`src/design/fla_pkg.sv`:
```
// Package with the shared constants, types and command codes of the free-list block allocator.
package fla_pkg;

	localparam int HeapBytes = 4096;
	localparam int Granules  = HeapBytes / 8;
	localparam int GW        = $clog2(Granules);
	localparam int LW        = $clog2(HeapBytes) + 1;
	localparam int AW        = 12;
	localparam int SW        = 12;

	typedef logic [GW-1:0] gran_t;
	typedef logic [LW-1:0] len_t;

	localparam logic CMD_ALLOC = 1'b0;
	localparam logic CMD_FREE  = 1'b1;

	typedef enum logic [3:0] {
		ST_IDLE,
		ST_FHDR,
		ST_FCHK,
		ST_FRD,
		ST_FWAIT,
		ST_FEVAL,
		ST_ARD,
		ST_AWAIT,
		ST_AEVAL,
		ST_ASPLIT,
		ST_DONE
	} state_t;

	typedef struct packed {
		logic load;
		logic fchk;
		logic frd;
		logic feval;
		logic ard;
		logic aeval;
		logic asplit;
	} cmd_t;

	typedef struct packed {
		logic is_free;
		logic free_bad;
		logic free_head;
		logic free_stop;
		logic alloc_stop;
		logic found;
	} sts_t;

endpackage

```
`src/design/fla_ctrl.sv`:
```
// Controller state machine that sequences the list walks of the allocator.
module fla_ctrl (
	input  logic            clk,
	input  logic            arst_n,
	input  logic            in_go,
	input  logic            cmd_free,
	input  logic            out_busy,
	input  fla_pkg::sts_t   sts,
	output fla_pkg::cmd_t   cmd,
	output logic            idle
);

	fla_pkg::state_t state_q, state_d;

	always_ff @(posedge clk or negedge arst_n) begin
		if (!arst_n) begin
			state_q <= fla_pkg::ST_IDLE;
		end else begin
			state_q <= state_d;
		end
	end

	always_comb begin
		state_d = state_q;
		unique case (state_q)
			fla_pkg::ST_IDLE: begin
				if (in_go) state_d = cmd_free ? fla_pkg::ST_FHDR : fla_pkg::ST_ARD;
			end
			fla_pkg::ST_FHDR:  state_d = fla_pkg::ST_FCHK;
			fla_pkg::ST_FCHK: begin
				if (sts.free_bad || sts.is_free || sts.free_head) state_d = fla_pkg::ST_DONE;
				else state_d = fla_pkg::ST_FRD;
			end
			fla_pkg::ST_FRD:   state_d = fla_pkg::ST_FWAIT;
			fla_pkg::ST_FWAIT: state_d = fla_pkg::ST_FEVAL;
			fla_pkg::ST_FEVAL: state_d = sts.free_stop ? fla_pkg::ST_DONE : fla_pkg::ST_FRD;
			fla_pkg::ST_ARD:   state_d = fla_pkg::ST_AWAIT;
			fla_pkg::ST_AWAIT: state_d = fla_pkg::ST_AEVAL;
			fla_pkg::ST_AEVAL: begin
				if (sts.alloc_stop) state_d = sts.found ? fla_pkg::ST_ASPLIT : fla_pkg::ST_DONE;
				else state_d = fla_pkg::ST_ARD;
			end
			fla_pkg::ST_ASPLIT: state_d = fla_pkg::ST_DONE;
			fla_pkg::ST_DONE:   if (!out_busy) state_d = fla_pkg::ST_IDLE;
			default:            state_d = fla_pkg::ST_IDLE;
		endcase
	end

	always_comb begin
		cmd  = '0;
		idle = 1'b0;
		unique case (state_q)
			fla_pkg::ST_IDLE:  begin idle = 1'b1; cmd.load = in_go; end
			fla_pkg::ST_FHDR:  cmd.frd = 1'b1;
			fla_pkg::ST_FCHK:  cmd.fchk = 1'b1;
			fla_pkg::ST_FRD:   cmd.frd = 1'b1;
			fla_pkg::ST_FEVAL: cmd.feval = 1'b1;
			fla_pkg::ST_ARD:   cmd.ard = 1'b1;
			fla_pkg::ST_AEVAL: cmd.aeval = 1'b1;
			fla_pkg::ST_ASPLIT: cmd.asplit = 1'b1;
			default: ;
		endcase
	end

endmodule

```
`config.mk`:
```
export PLATFORM = sky130hd
export DESIGN_NAME = fla_ctrl
export DESIGN_NICKNAME = d
export VERILOG_FILES = /design/src/design/fla_pkg.sv /design/src/design/fla_ctrl.sv
export SDC_FILE = /design/constraint.sdc
export NUM_CORES = 1
export LEC_CHECK = 0
export BUFFER_PORTS_ARGS = -buffer_cell sky130_fd_sc_hd__buf_4
export CORE_AREA = 2 2 39 41
export CTS_CLUSTER_DIAMETER = 100
export CTS_CLUSTER_SIZE = 24
export DETAILED_ROUTE_END_ITERATION = 6
export DIE_AREA = 0 0 41 43
export HOLD_SLACK_MARGIN = 0.15
export PLACE_DENSITY_LB_ADDON = 0.2
export SLEW_MARGIN = 20
export SYNTH_ARGS = -nofsm -noshare
export SYNTH_HDL_FRONTEND = slang
export SYNTH_SLANG_ARGS = --single-unit
```
`constraint.sdc`:
```
create_clock -name clk -period 1.2 [get_ports clk]
set_input_delay 0.18 -clock clk [delete_from_list [all_inputs] [get_ports clk]]
set_output_delay 0.18 -clock clk [all_outputs]
set_load 0.02 [all_outputs]
```
Yosys cells after proc, flatten, opt, wreduce, memory -nomap -nowiden

Cells that the tools add are included.

Output and inout port bits: 8
Bits of input ports: 11
Register bits after elaboration: 4
Logic and storage cells: 34

Equal/unequal tests: 12
Multiplexer cells: 16
Reduce and logical (&&, ||, !) cells: 5

Operator list:

| operator                                       | count |
|---|---|
| case mux 4 bit (11 select lines)               | 1 |
| two-way mux 4 bit                              | 5 |
| == test 4 x 3 -> 1 bit (second input constant) | 4 |
| == test 4 bit (second input constant)          | 3 |
| == test 4 x 2 -> 1 bit (second input constant) | 2 |
| two-way mux 1 bit                              | 8 |
| == test 4 x 1 -> 1 bit (second input constant) | 1 |
| logical NOT 4 bit                              | 1 |
| != test 2 bit (second input constant)          | 2 |
| two-way mux 3 bit                              | 1 |
| logical OR 1 bit                               | 2 |
| two-way mux 2 bit                              | 1 |
| AND reduction 2 bit                            | 1 |
| OR reduction 2 bit                             | 1 |

Logic depth before layout (Yosys ltp)

Gate-level depths: netlist of run 1.

Depth after elaboration: 4
Gate-level depth with buffers: 5
Mapped depth without buffers: 4

Worst setup path after synthesis of run 1

No wires, ideal clock.

Kind: flip-flop to output port
Start point: register state_q[2]
End point: output cmd[6] (netlist name)
Path buffers: 1
Path slack: -425 ps
Stages on the path, launching flop included: 4
Data arrival time: 1445 ps
Required time: 1020 ps
Cell sequence: dfrtp_1 -> buf_6 -> nor4_2 -> and2_1

RTL lines:

| what                   | RTL line       | text |
|---|---|---|
| start, declared        | fla_ctrl.sv:13 | `fla_pkg::state_t state_q, state_d;` |
| start signal, assigned | fla_ctrl.sv:17 | `state_q <= fla_pkg::ST_IDLE;` |
| start signal, assigned | fla_ctrl.sv:19 | `state_q <= state_d;` |
| end, declared          | fla_ctrl.sv:9  | `output fla_pkg::cmd_t cmd,` |

==> results.py, run 1 <==
metrics = {
    "finish": {
        "top_regs": "state_q (4)",
        "stdcell_count": 113,
        "largest_reg_flops": 4,
        "synthToLayoutAreaGrowth_pct": 126.6,
        "top_register": "state_q",
        "drive_above_1_share": 0.7010,
        "fin_nets": 110,
        "n_antenna_cell": 0,
    },
    "floorplanning": {
        "start_util": 0.2857,
        "coreArea_um2": 1384,
        "die-area_um2": 1763,
        "die_h_um": 43,
        "die_x_um": 41,
        "rows": 14,
        "io_pins": 19,
    },
    "critical_path": {
        "crit_required_ps": 1020,
        "critPathBufInv": 3,
        "cp_cell_sequence": "buf_12 -> nand2b_4 -> buf_6 -> nor3_4 -> buf_6",
        "crit_path_frequent_cell": "buf_6",
        "cp_max_fo": 5,
        "startpoint": "state_q[2]",
        "cp-start-kind": "flip-flop",
        "r2r-start": "state_q[2]",
        "worst_path_largest_cell_delay_ps": 420,
        "crit_type": "flip-flop to output port",
        "arrival_ps": 1350,
        "worst_setup_path_end_kind": "output port",
        "cpMaxStageDelayCell": "dfrtp_2",
        "critPathTopFamily": "flip-flops",
    },
    "timing": {
        "timing.hold.ws_ps": 182.9,
        "final.min_clock_period_ps": 1528,
        "slew_viol_final": 0,
        "hold_viol_final": 0,
        "rsz0062_at_grt": "true",
        "max_freq_ghz": 0.6544,
        "slew_headroom": 0.7920,
        "fin_skew_ps": 3.859,
        "fin_ws_ps": -328.2,
        "setup_viol": 12,
        "fin_crit_sh": 1.273,
        "worst_pin_slew_ps": 309.7,
    },
    "clocking": {
        "cts-root-buf": "clkbuf_4",
        "cts_tree": "built",
        "clkTransAtPathRegs_ps": 40,
        "clock-sinks": 4,
        "clk_latency_ps": 240,
        "clockBufferDepth": 2,
        "cts-buffers-inserted": 3,
        "htree_num_levels": 1,
    },
    "place": {
        "portBuffers": 18,
        "place.gp.congestion": 0.8153,
        "dp_hpwl_um": 888.5,
        "dp_cells": 95,
    },
    "power_and_ir_drop": {
        "vdd_drop_max_mv": 1.418,
        "cellPowerDensity_nw_per_um2": 2616,
        "cellLeakagePower_nw": 0.3945,
    },
    "synthesis": {
        "ys_seq_elements": 4,
        "synth_edf_count": 0,
        "yosys_most_used_dff": "dfrtp_1",
        "ys_seq_area_frac": 0.2532,
        "synthCells": 53,
        "synth.avg_cell_area_um2": 7.460,
        "netlist-cell-type-count": 29,
        "synth_area_um2": 395.4,
        "ys_async_sr_fraction": 1.000,
        "ys_warn_count": 0,
        "synth_nets": 64,
    },
    "global_route": {
        "grt_max_degree": 10,
        "grt_pass1_wl_mm": 2.270,
        "grt_pass1_vias": 517,
        "grt_usage": 0.1885,
        "antenna_found_initial": 0,
        "grt_overflow_total": 0,
    },
    "routing": {
        "wire_per_inst_um": 13.01,
        "drt_pass1_iterations": 4,
        "via_per_inst": 4.938,
        "ant_nets": 0,
        "postRouteWirelength_mm": 1.470,
        "drtIter0Drc": 5,
        "num_vias": 558,
        "drc_errors": 0,
    },
    "run_status": {
        "outcome": "finished with violations",
        "violations": "negative setup slack",
    },
    "hold_path": {
        "min_from": "out_busy",
        "hold_path_class": "primary input to flip-flop",
    },
    "flow_run": {
        "drv_cap": 0,
    },
}
## synthesized netlist by cell type (all sizes together), types with 2 or more instances
cell	n	area, µm²
a21o	2	15.01
dfrtp	4	100.1
nor2	6	22.52
a21oi	4	23.77
nand2	6	22.52
o21ai	4	23.77
nand2b	4	32.53
inv	2	7.500
or3	2	12.51
nor3	5	25.02
buf	3	23.77
## through the flow
step,total power [mW],utilization,setup WS (ps),area [µm²],setup TNS [ps]
after floorplan,1.026,-,-166.9,424.2,-1048
after global placement,1.506,0.4638,-174.6,641.9,-1102
after detailed placement,1.493,0.4638,-150.7,641.9,-978.8
after CTS,2.170,0.6112,-369.1,845.8,-3073
after global routing,2.486,0.6474,-364.3,895.9,-3543
final,2.344,0.6474,-328.2,895.9,-2943
## kinds of logic (layout without fill, tap and decap cells)
group           Yosys count  in the layout  synth area share
flops                     4              4            0.2532
buf+inv                   6             50           0.08857
simple gates             28             28            0.3956
compound gates           15             15            0.2627
## cell usage in the layout, fill, tap and decap left out
master and instances:
a21oi_2 3, o21ai_1 2, nand3b_1 1, o22ai_1 1
nor3_2 2, buf_12 1, o21ai_0 1, dlygate4sd3_1 1
a21oi_1 1, inv_2 1, nor2_1 5, or3_1 2
a21o_1 2, a221oi_2 1, nor3b_2 1, inv_1 1
buf_6 12, nand2b_1 1, o21ai_4 1, a211oi_1 1
nor3_1 1, dfrtp_2 4, nor4_4 1, clkbuf_4 3
nor2_4 1, o2111ai_1 1, and2_4 1, nand2b_2 2
nand2_1 6, or2b_1 1, nand2b_4 1, o32a_1 1
buf_4 31, nor3_4 2
## layout make-up
type / count / area, µm²
clock buffer: 3 / 22.52
multi-input combinational: 43 / 342.8
fill: 115 / 488.0
tap: 16 / 20.02
inverter: 2 / 7.507
sequential: 4 / 105.1
timing repair buffer: 45 / 397.9
## tightest hold or removal path, stage by stage
cell and delay (ps):
buf_4 80, nand2_1 50, o21ai_1 70
## per-layer routing
metal | global-route usage | vias up | wire length (µm)
met2 | 0.2938 | 15 | 771
li1 | - | 278 | -
met3 | 0.05759 | 0 | 73
met4 | 0.04000 | 0 | 0
met1 | 0.2476 | 265 | 624
met5 | 0 | - | 0
## path summary, 6_finish.rpt
check / endpoint / slack [ps] / cells after the start
worst max-delay path: cmd[1] / -330 / 5
worst min-delay path: state_q[1] / 180 / 3
worst max register to register: state_q[3] / -280 / 8
worst min register to register: state_q[3] / 660 / 1
max in group asynchronous: state_q[1] / 810 / 2
min in group asynchronous: state_q[2] / 280 / 2
## power breakdown
group          total (mW)  switching (mW)  internal [mW]
logic                1.85           0.799           1.05
clock network       0.166          0.0541          0.112
registers           0.329           0.121          0.209
## what timing repair did
| item | in CTS | in global routing |
|---|---|---|
| hold buffers | 1 | 0 |
| hold endpoints to repair | 4 | 0 |
| setup buffers | 9 | 6 |
| pin swaps | 8 | 6 |
| cloned | 0 | 0 |
| gates resized for setup | 24 | 5 |
| endpoints found under the setup margin | 12 | 12 |
Power figures use the tool's default switching activity.
==> run 2, diff against run 1 <==
==> constraint.sdc (replaced) <==
create_clock -name clk -period 1.2 [get_ports clk]
set_input_delay 0.12 -clock clk [delete_from_list [all_inputs] [get_ports clk]]
set_output_delay 0.12 -clock clk [all_outputs]
set_load 0.02 [all_outputs]
==> run 2 against run 1 <==
Effect of this change:
- the run still ends with negative setup slack left
- clock skew increased by 15 ps
- power increased by 4.0%
- sequential cell count unchanged
- via count increased by 8.1%
- sequential power decreased by 2%
- routed wire length increased by 14%
- core utilization increased by 3.6 points
- count of clock-buffer cells in the layout increased by 1
- design area increased by 5.6%
- die area unchanged
- largest cell class unchanged
==> results.py, run 2 (synthesis gave the netlist of run 1 again) <==
metrics = {
    "timing": {
        "fin_skew_ps": 18.64,
        "hold_viol_final": 0,
        "slew_headroom": 0.7861,
        "final.min_clock_period_ps": 1565,
        "slew_viol_final": 0,
        "timing.hold.ws_ps": 186.8,
        "worst_pin_slew_ps": 317.6,
        "fin_ws_ps": -365.5,
        "setup_viol": 12,
        "rsz0062_at_grt": "true",
        "max_freq_ghz": 0.6388,
        "fin_crit_sh": 1.305,
    },
    "clocking": {
        "clkTransAtPathRegs_ps": 50,
        "clock-sinks": 4,
        "cts_tree": "built",
        "clk_latency_ps": 250,
        "htree_num_levels": 1,
        "cts-root-buf": "clkbuf_4",
        "clockBufferDepth": 2,
        "cts-buffers-inserted": 3,
    },
    "power_and_ir_drop": {
        "cellPowerDensity_nw_per_um2": 2576,
        "pwr-share-clk": 0.080,
        "cellLeakagePower_nw": 0.4229,
        "seqPwrFrac": 0.132,
        "p_int_mw": 1.413,
        "switchingPower_mw": 1.024,
        "vdd_drop_max_mv": 1.233,
        "p_comb_frac": 0.788,
        "sw_frac_of_total": 0.4203,
    },
    "finish": {
        "largest_reg_flops": 4,
        "drive_above_1_share": 0.6931,
        "synthToLayoutAreaGrowth_pct": 139.2,
        "top_register": "state_q",
        "final_util": 0.6835,
        "final_common_cell": "buf_4",
        "fin_nets": 113,
        "final_cell_area_um2": 945.9,
        "stdcell_count": 117,
        "top_regs": "state_q (4)",
        "final_cell_mix": "buf_4 (28), buf_6 (18), nand2_1 (6)",
        "n_antenna_cell": 0,
    },
    "routing": {
        "ant_nets": 0,
        "drt_pass1_iterations": 4,
        "drc_errors": 0,
        "via_per_inst": 5.154,
        "drtIter0Drc": 15,
        "wire_per_inst_um": 14.30,
        "num_vias": 603,
        "postRouteWirelength_mm": 1.673,
    },
    "global_route": {
        "grt_use_met2": 0.3250,
        "grt_use_met3": 0.01571,
        "busiest_layer": "met2",
        "grt_max_degree": 8,
        "grt_overflow_total": 0,
        "grt_pass1_wl_mm": 2.166,
        "grtUsageMet1": 0.2039,
        "grt_pass1_vias": 506,
        "grt_usage": 0.1891,
        "antenna_found_initial": 0,
    },
    "place": {
        "placedInstanceArea_um2": 694.4,
        "dp_slack_ps": -93.59,
        "place.gp.congestion": 0.8119,
        "dp_hpwl_um": 942.1,
        "dp_cells": 101,
        "portBuffers": 18,
    },
    "critical_path": {
        "cp_cell_sequence": "nand2b_1 -> nor3_2 -> buf_4 -> buf_4",
        "worst_path_largest_cell_delay_ps": 470,
        "crit_path_frequent_cell": "buf_4",
        "critPathBufInv": 2,
        "worst_setup_path_end_kind": "output port",
        "crit_type": "flip-flop to output port",
        "critPathTopFamily": "flip-flops",
        "arrival_ps": 1450,
        "cp-start-kind": "flip-flop",
        "crit_required_ps": 1080,
        "cpMaxStageDelayCell": "dfrtp_2",
        "cp_max_fo": 7,
    },
    "run_status": {
        "outcome": "finished with violations",
        "violations": "negative setup slack",
    },
    "floorplanning": {
        "die-area_um2": 1763,
        "start_util": 0.2857,
        "coreArea_um2": 1384,
        "die_h_um": 43,
        "die_x_um": 41,
        "io_pins": 19,
        "rows": 14,
    },
    "hold_path": {
        "hold_path_class": "primary input to async pin",
    },
    "flow_run": {
        "drv_cap": 0,
    },
}
[run 2: changes by cell type in the layout (fill, tap and decap cells not counted), moves of 2 or more]
cell,change
buf_4,-3
buf_6,+6
nand2b_2,-2
nor2_4,+2
nor2_1,-2
[run 2: worst register-to-register path: stages, from the launching register on]
cell	delay, ps
dfrtp_1	420
buf_6	140
nor4_4	300
buf_4	170
inv_2	40
o21ai_4	160
o21ai_1	90
[run 2: cell type report]
class,instances,area [µm²]
flip-flops and latches,4,103.9
clock buffers,4,26.28
repair buffers,48,432.9
inverters,2,7.507
well taps,16,20.02
fillers,111,437.9
multi-input cells,43,355.3
[run 2: through the flow]
stage	total power [mW]	setup TNS, ps
2_1_floorplan	1.049	-675.0
3_3_place_gp	1.616	-551.2
3_5_place_dp	1.609	-536.1
4_1_cts	2.152	-2584
5_1_grt	2.572	-3375
6_report	2.437	-2644
[run 2: timing repair]
action | in CTS | in global routing
setup endpoints to repair | 12 | 12
buffers inserted | 6 | 4
hold buffers | 2 | 0
pin swaps | 6 | 3
endpoints found under the hold margin | 5 | 0
gates resized for setup | 19 | 14
[run 2: worst paths after layout]
| path | from | endpoint | slack (ps) | depth (start not counted) |
|---|---|---|---|---|
| min in group clk | in_go | state_q[0] | 190 | 3 |
| min | arst_n | state_q[1] | 190 | 2 |
| min reg2reg | state_q[0] | state_q[3] | 750 | 3 |
| max | state_q[0] | cmd[5] | -370 | 4 |
| max in group asynchronous | arst_n | state_q[0] | 880 | 2 |
| max reg2reg | state_q[2] | state_q[1] | -230 | 6 |
[run 2: routing by layer]
| metal | vias up | part of all wire |
|---|---|---|
| li1 | 290 | - |
| met1 | 287 | 0.38 |
| met2 | 22 | 0.56 |
| met3 | 4 | 0.037 |
| met4 | 0 | 0.024 |
| met5 | - | 0 |
[run 2: power by group through the flow]
stage	logic [mW]	registers [mW]	clock network [mW]
2_1_floorplan	0.786	0.263	0
3_3_place_gp	1.30	0.320	0
3_5_place_dp	1.29	0.320	0
4_1_cts	1.64	0.313	0.197
5_1_grt	2.03	0.332	0.209
6_report	1.92	0.321	0.196
